--- src/rtl/art_pkg.sv ---
// shared types and codes for the address resolution table
package art_pkg;

    localparam logic [1:0] CMD_ADD          = 2'd0;
    localparam logic [1:0] CMD_LOOKUP_ADDR  = 2'd1;
    localparam logic [1:0] CMD_LOOKUP_INDEX = 2'd2;
    localparam logic [1:0] CMD_REMOVE       = 2'd3;

    localparam logic [1:0] STATUS_OK        = 2'd0;
    localparam logic [1:0] STATUS_NOT_FOUND = 2'd1;
    localparam logic [1:0] STATUS_FULL      = 2'd2;

    typedef struct packed {
        logic [7:0]  node_address;
        logic [47:0] dest_mac;
        logic [47:0] iface_mac;
        logic [7:0]  iface_index;
    } entry_t;

    localparam int ENTRY_W = $bits(entry_t);

endpackage

--- src/rtl/address_resolution_table.sv ---
// address resolution table top level: command sequencer around one entry ram
//
// usage: one command beat enters on the input channel (in_valid / in_ready)
// and exactly one result beat leaves on the output channel (out_valid /
// out_ready). commands are add, lookup by node address, lookup by interface
// index and remove. entries are kept dense in slots 0 .. count-1.
// sequencing: one command at a time. an add, full table or not, goes straight
// to its result without reading the ram. a lookup reads one slot per cycle
// from the entry ram (one read port, registered read) and stops at the first
// hit, or answers not found once every slot below the count is read. remove
// scans the same way, then after a hit moves each later entry one slot forward
// at one entry per cycle (read slot j, write slot j-1 on the ram write port).
// the next command beat can be taken in the cycle after a result is loaded, so
// the command rate is set by the scan over the ram port and by the receiver,
// since a stalled receiver holds a finished result in the done state.
// reset clears the entry count, the sequencer state and the valid flags; ram
// contents are not cleared, since only slots below the count are ever read.
// a finished result sits in the output register; while the receiver stalls
// a new command may still be taken and worked on, and its result waits in
// a staging register until the output register frees up.
module address_resolution_table
    import art_pkg::*;
#(
    parameter int TABLE_DEPTH = 16
) (
    input  logic        clk,
    input  logic        rst_n,
    input  logic        in_valid,
    output logic        in_ready,
    input  logic [1:0]  command,
    input  logic [7:0]  node_address,
    input  logic [47:0] dest_mac,
    input  logic [47:0] iface_mac,
    input  logic [7:0]  iface_index,
    output logic        out_valid,
    input  logic        out_ready,
    output logic [1:0]  status,
    output logic [7:0]  hit_address,
    output logic [47:0] hit_dest_mac,
    output logic [47:0] hit_iface_mac,
    output logic [7:0]  hit_iface_index
);

    localparam int AW = (TABLE_DEPTH > 1) ? $clog2(TABLE_DEPTH) : 1;
    localparam int CW = $clog2(TABLE_DEPTH + 1);
    localparam logic [CW-1:0] FULL_COUNT = CW'(TABLE_DEPTH);

    localparam logic [2:0] S_IDLE  = 3'd0;
    localparam logic [2:0] S_SCAN  = 3'd1;
    localparam logic [2:0] S_SHIFT = 3'd2;
    localparam logic [2:0] S_DONE  = 3'd3;

    logic [2:0]    state_reg, state_next;
    logic [CW-1:0] count_reg, count_next;
    logic [CW-1:0] ptr_reg, ptr_next;          // next slot to read
    logic          pend_reg, pend_next;        // read data valid this cycle
    logic [CW-1:0] pend_idx_reg, pend_idx_next; // slot of pending read data
    logic [1:0]    cmd_reg, cmd_next;
    logic [7:0]    key_reg, key_next;

    logic [1:0]    res_status_reg, res_status_next;
    entry_t        res_entry_reg, res_entry_next;

    logic          out_valid_reg, out_valid_next;
    logic [1:0]    out_status_reg, out_status_next;
    entry_t        out_entry_reg, out_entry_next;

    logic          wr_en;
    logic [AW-1:0] wr_addr;
    entry_t        wr_data;
    logic          rd_en;
    logic [AW-1:0] rd_addr;
    logic [ENTRY_W-1:0] rd_word;
    entry_t        rd_entry;
    logic          rd_match;
    logic [CW-1:0] shift_dst;

    art_ram #(
        .WIDTH(ENTRY_W),
        .DEPTH(TABLE_DEPTH)
    ) u_ram (
        .clk     (clk),
        .wr_en   (wr_en),
        .wr_addr (wr_addr),
        .wr_data (wr_data),
        .rd_en   (rd_en),
        .rd_addr (rd_addr),
        .rd_data (rd_word)
    );

    assign rd_entry  = entry_t'(rd_word);
    assign rd_match  = (cmd_reg == CMD_LOOKUP_INDEX) ? (rd_entry.iface_index == key_reg)
                                                     : (rd_entry.node_address == key_reg);
    assign shift_dst = pend_idx_reg - CW'(1);
    assign rd_addr   = ptr_reg[AW-1:0];

    assign in_ready = (state_reg == S_IDLE);

    always_comb
    begin
        state_next      = state_reg;
        count_next      = count_reg;
        ptr_next        = ptr_reg;
        pend_next       = 1'b0;
        pend_idx_next   = ptr_reg;
        cmd_next        = cmd_reg;
        key_next        = key_reg;
        res_status_next = res_status_reg;
        res_entry_next  = res_entry_reg;
        wr_en           = 1'b0;
        wr_addr         = count_reg[AW-1:0];
        wr_data         = '{node_address, dest_mac, iface_mac, iface_index};
        rd_en           = 1'b0;

        case (state_reg)
            S_IDLE:
            begin
                if (in_valid)
                begin
                    cmd_next       = command;
                    key_next       = (command == CMD_LOOKUP_INDEX) ? iface_index : node_address;
                    res_entry_next = '0;
                    ptr_next       = '0;
                    if (command == CMD_ADD)
                    begin
                        state_next = S_DONE;
                        if (count_reg == FULL_COUNT)
                        begin
                            res_status_next = STATUS_FULL;
                        end
                        else
                        begin
                            // append at the first free slot
                            wr_en           = 1'b1;
                            count_next      = count_reg + CW'(1);
                            res_status_next = STATUS_OK;
                        end
                    end
                    else
                    begin
                        state_next = S_SCAN;
                    end
                end
            end

            S_SCAN:
            begin
                if (pend_reg && rd_match)
                begin
                    res_status_next = STATUS_OK;
                    res_entry_next  = rd_entry;
                    if (cmd_reg == CMD_REMOVE)
                    begin
                        // close the gap starting with the slot after the hit
                        ptr_next   = pend_idx_reg + CW'(1);
                        state_next = S_SHIFT;
                    end
                    else
                    begin
                        state_next = S_DONE;
                    end
                end
                else if (ptr_reg < count_reg)
                begin
                    rd_en     = 1'b1;
                    pend_next = 1'b1;
                    ptr_next  = ptr_reg + CW'(1);
                end
                else if (!pend_reg)
                begin
                    res_status_next = STATUS_NOT_FOUND;
                    res_entry_next  = '0;
                    state_next      = S_DONE;
                end
            end

            S_SHIFT:
            begin
                // read slot j while slot j-2 takes the data of slot j-1, read last cycle
                if (pend_reg)
                begin
                    wr_en   = 1'b1;
                    wr_addr = shift_dst[AW-1:0];
                    wr_data = rd_entry;
                end
                if (ptr_reg < count_reg)
                begin
                    rd_en     = 1'b1;
                    pend_next = 1'b1;
                    ptr_next  = ptr_reg + CW'(1);
                end
                else if (!pend_reg)
                begin
                    count_next = count_reg - CW'(1);
                    state_next = S_DONE;
                end
            end

            S_DONE:
            begin
                if (!out_valid_reg || out_ready)
                begin
                    state_next = S_IDLE;
                end
            end

            default:
            begin
                state_next = S_IDLE;
            end
        endcase
    end

    // output register, loaded from staging once the previous beat is gone
    always_comb
    begin
        out_valid_next  = out_valid_reg && !out_ready;
        out_status_next = out_status_reg;
        out_entry_next  = out_entry_reg;
        if (state_reg == S_DONE && (!out_valid_reg || out_ready))
        begin
            out_valid_next  = 1'b1;
            out_status_next = res_status_reg;
            out_entry_next  = res_entry_reg;
        end
    end

    always_ff @(posedge clk or negedge rst_n)
    begin
        if (!rst_n)
        begin
            state_reg     <= S_IDLE;
            count_reg     <= '0;
            pend_reg      <= 1'b0;
            out_valid_reg <= 1'b0;
        end
        else
        begin
            state_reg     <= state_next;
            count_reg     <= count_next;
            pend_reg      <= pend_next;
            out_valid_reg <= out_valid_next;
        end
    end

    always_ff @(posedge clk)
    begin
        ptr_reg        <= ptr_next;
        pend_idx_reg   <= pend_idx_next;
        cmd_reg        <= cmd_next;
        key_reg        <= key_next;
        res_status_reg <= res_status_next;
        res_entry_reg  <= res_entry_next;
        out_status_reg <= out_status_next;
        out_entry_reg  <= out_entry_next;
    end

    assign out_valid       = out_valid_reg;
    assign status          = out_status_reg;
    assign hit_address     = out_entry_reg.node_address;
    assign hit_dest_mac    = out_entry_reg.dest_mac;
    assign hit_iface_mac   = out_entry_reg.iface_mac;
    assign hit_iface_index = out_entry_reg.iface_index;

endmodule

--- src/rtl/art_ram.sv ---
// generic single write port, single read port ram with registered read
module art_ram #(
    parameter int WIDTH = 8,
    parameter int DEPTH = 16,
    localparam int AW = (DEPTH > 1) ? $clog2(DEPTH) : 1
) (
    input  logic             clk,
    input  logic             wr_en,
    input  logic [AW-1:0]    wr_addr,
    input  logic [WIDTH-1:0] wr_data,
    input  logic             rd_en,
    input  logic [AW-1:0]    rd_addr,
    output logic [WIDTH-1:0] rd_data
);

    logic [WIDTH-1:0] mem [DEPTH];
    logic [WIDTH-1:0] rd_data_reg;

    always_ff @(posedge clk)
    begin
        if (wr_en)
        begin
            mem[wr_addr] <= wr_data;
        end
        if (rd_en)
        begin
            rd_data_reg <= mem[rd_addr];
        end
    end

    assign rd_data = rd_data_reg;

endmodule

--- config.mk ---
export PLATFORM = sky130hd
export DESIGN_NAME = address_resolution_table
export DESIGN_NICKNAME = d
export VERILOG_FILES = /design/src/rtl/art_pkg.sv /design/src/rtl/address_resolution_table.sv /design/src/rtl/art_ram.sv
export SDC_FILE = /design/constraint.sdc
export NUM_CORES = 2
export LEC_CHECK = 0
export ABC_CLOCK_PERIOD_IN_PS = 17300
export BUFFER_PORTS_ARGS = -buffer_cell sky130_fd_sc_hd__clkbuf_2
export CAP_MARGIN = 40
export CORE_UTILIZATION = 30
export CTS_CLUSTER_SIZE = 28
export DETAILED_ROUTE_END_ITERATION = 10
export GPL_TIMING_DRIVEN = 0
export PLACE_DENSITY = 0.43
export SETUP_SLACK_MARGIN = 0.05
export SYNTH_ARGS = -nofsm -noshare
export SYNTH_HDL_FRONTEND = slang
export SYNTH_SLANG_ARGS = --single-unit
--- constraint.sdc ---
create_clock -name clk -period 17.3 [get_ports clk]
set_input_delay 2.595 -clock clk [delete_from_list [all_inputs] [get_ports clk]]
set_output_delay 2.595 -clock clk [all_outputs]
set_load 0.05 [all_outputs]
==> qor.csv <==
stage;metric;value;unit
worst_setup_path;slowest CP cell;nor3_1;
global_route;first-pass GRT wire length;326000;um
worst_setup_path;worst path required time;14700;ps
timing;post-layout min period;4930;ps
detailed_routing;detailed-route DRC error count;0;
global_route;vias in the first global route;40097;
synthesis;Syn. warnings;0;
synthesis;register area share after synthesis;0.796;
worst_setup_path;reg2reg path depth;13;
finish;nets;4341;
timing;Max Slew Vio Count;0;
clocking;PostCTS Resize Cnt;0;
global_route;GRT overflow;0;
timing;clk_skew;33.4;ps
placed_design;placed cell count;7531;
detailed_routing;total wire length;236000;um
synthesis;Post-Syn Area;81400;um2
synthesis;Syn Nets;3655;
timing;final period utilization;0.285;
clocking;CTS Buf Count;231;
worst_hold_path;Worst Hold Class;reg2reg;
power_and_ir_drop;Psw;3.49;mW
worst_setup_path;Setup crit start kind;flip-flop;
finish;Area Growth Syn to Fin;21.2;%
clocking;worst skew pair latency;860;ps
worst_hold_path;hold path depth;0;
clocking;clk sinks;2162;
timing;Min Hold Slack;418;ps
placed_design;RePlAce Congestion;0.715;
floorplan;Initial Util;0.303;
clocking;setup bufs post-CTS;0;
detailed_routing;Final ANT Viol Nets;0;
worst_setup_path;cell depth of the worst setup path;3;
timing;final hold violations;0;
worst_setup_path;CP cell instances;clkbuf_1 > nor3_1 > clkbuf_2;
floorplan;Core Box Area;269000;um2
floorplan;die span in x;523;um
timing;Worst-Margin Slew;900;ps
run;# Max-Cap Violations;0;
status;outcome;completed;
clocking;CTS tree;yes;
power_and_ir_drop;VDD IR max;0.0997;mV
power_and_ir_drop;Static Leak;31.6;nW
global_route;largest net degree at the start of global routing;26;
synthesis;Post-synth EDFFs;2147;
global_route;Total GRT Usage;0.173;
floorplan;area of the die;273000;um2
finish;max reg flops;1792;
worst_setup_path;CP Class;reg2out;
detailed_routing;DR WL/cell;29.5;um
worst_setup_path;WP buf/inv;2;
worst_setup_path;CP peak stage delay;520;ps
placed_design;# port buffers;233;
floorplan;FP Rows;190;
timing;PnR worst setup slack;12370;ps
finish;post-route cell area;98700;um2
global_route;antenna violations before repair;17;
timing;Fmax;203;MHz
timing;Final setup viols;0;
clocking;clock root cell;clkbuf_16;
power_and_ir_drop;Comb power frac;0.176;
detailed_routing;DR vias/cell;4.84;
synthesis;ys flop type;edfxtp_1;
worst_setup_path;reg2reg setup slack;13060;ps
timing;sum of negative setup slack;0;ps
detailed_routing;Via Count;38632;
worst_setup_path;Worst setup EP type;primary output;
placed_design;DP Wirelength;156000;um
timing;Max-slew headroom;0.398;
finish;Multi-input gate area;15900;um2
detailed_routing;1st-iter DRT viols;3589;
finish;Reg area;64800;um2
worst_setup_path;cell family with most CP delay;buffers and inverters;
power_and_ir_drop;Int Pwr;10.0;mW
placed_design;placed inst area;91100;um2
finish;filler cell count;24572;
worst_setup_path;WP data arrival;2330;ps
power_and_ir_drop;sequential share of power;0.457;
power_and_ir_drop;sw frac;0.259;
power_and_ir_drop;pwr dens;137;nW/um2
timing;RSZ-0062 raised after global routing;false;
synthesis;Synth Register Bits;2162;
clocking;CTS clk-pin slew, worst paths;60;ps
worst_setup_path;Crit Path Max Fanout;10;
clocking;H-tree depth;4;
synthesis;library cells used by synthesis;54;
floorplan;IO Count;234;
power_and_ir_drop;Clk network pwr share;0.368;
finish;layout cell share with drive strength beyond 1;0.330;
synthesis;Synth Instances;3526;
finish;Non-Filler Instances;7978;
synthesis;Synth async-reset ratio;0.00463;
detailed_routing;drt pass-1 iters;5;
clocking;Longest Clk Path Bufs;3;
synthesis;Mean Syn Cell Area;23.1;um2
clocking;cts hold-fix bufs;0;
placed_design;pre-CTS WS;11500;ps
floorplan;Die Ht;523;um
## per-stage QoR
step	util	power [mW]
after floorplan	-	7.71
after global placement	0.324	8.63
after detailed placement	0.339	8.72
after CTS	0.367	13.7
after global routing	0.367	14.0
final	0.367	13.5
## power groups by stage
stage | registers, mW | clock network, mW | logic (mW)
3_5_place_dp | 6.28 | 0 | 2.44
3_3_place_gp | 6.38 | 0 | 2.25
6_report | 6.17 | 4.97 | 2.37
4_1_cts | 6.17 | 5.09 | 2.45
2_1_floorplan | 6.28 | 0 | 1.43
5_1_grt | 6.19 | 5.28 | 2.54
## logic make-up (layout without fill, tap and decap cells)
group | after synthesis | after routing | share of synthesized area
compound gates | 47 | 47 | 0.00417
xor+xnor | 21 | 21 | 0.00226
fa+ha+maj | 11 | 11 | 0.00178
buf+inv | 178 | 1070 | 0.00976
flops | 2162 | 2162 | 0.796
mux | 571 | 571 | 0.156
other cells | 1 | 9 | 0.0000461
simple gates | 535 | 535 | 0.0293
## path summary, 6_finish.rpt
check,start,endpoint
max,state_reg[2],in_ready
min in group asynchronous,rst_n,count_reg[0]
min reg2reg,res_status_reg[0],status[0]
max reg2reg,state_reg[2],u_ram.mem[15][68]
max in group asynchronous,rst_n,count_reg[3]
min,res_status_reg[0],status[0]
## final cells by class
class                   instances  area share
diodes                          8    0.000203
plain buffers                 169     0.00787
clock buffers                 294      0.0623
clock inverters               145      0.0143
inverters                       9    0.000342
multi-input cells            1186       0.161
flip-flops and latches       2162       0.657
well taps                    3552      0.0450
repair buffers                453      0.0516
## cells in the mapped netlist, types with 9 or more instances
library cell  instances  share of area
xnor2_1              13         0.0014
buf_1                14        0.00065
edfxtp_1           2147           0.79
inv_1                 9        0.00041
ha_1                 10         0.0015
a21oi_1              13        0.00080
buf_2                61         0.0038
o21ai_0               9        0.00055
clkbuf_1             81         0.0037
and2_1              114         0.0088
nor2_1               31         0.0014
nand2_1             355          0.016
mux4_2              560           0.15
dfrtp_1              10         0.0031
## placed cells by master, fill, tap and decap left out, types with 14 or more instances in the layout
cell type / netlist / layout
nand2_1: 355 / 355
buf_6: 5 / 49
buf_2: 61 / 64
buf_16: 0 / 29
mux4_2: 560 / 560
nor2_4: 0 / 17
edfxtp_1: 2147 / 2147
bufinv_16: 0 / 26
buf_8: 0 / 26
clkinv_1: 0 / 58
and2_1: 114 / 114
buf_4: 1 / 14
clkbuf_1: 81 / 127
nor2_1: 31 / 14
buf_12: 0 / 107
clkbuf_2: 7 / 251
clkinv_2: 0 / 40
clkbuf_16: 0 / 237
## layer usage
metal	GRT usage	vias to the layer above	wire length, um
li1	-	16081	-
met1	0.247	21134	108000
met2	0.271	1163	110000
met3	0.0335	252	13100
met4	0.0382	2	4090
met5	0.00312	-	123
(Power assumes the default switching activity.)
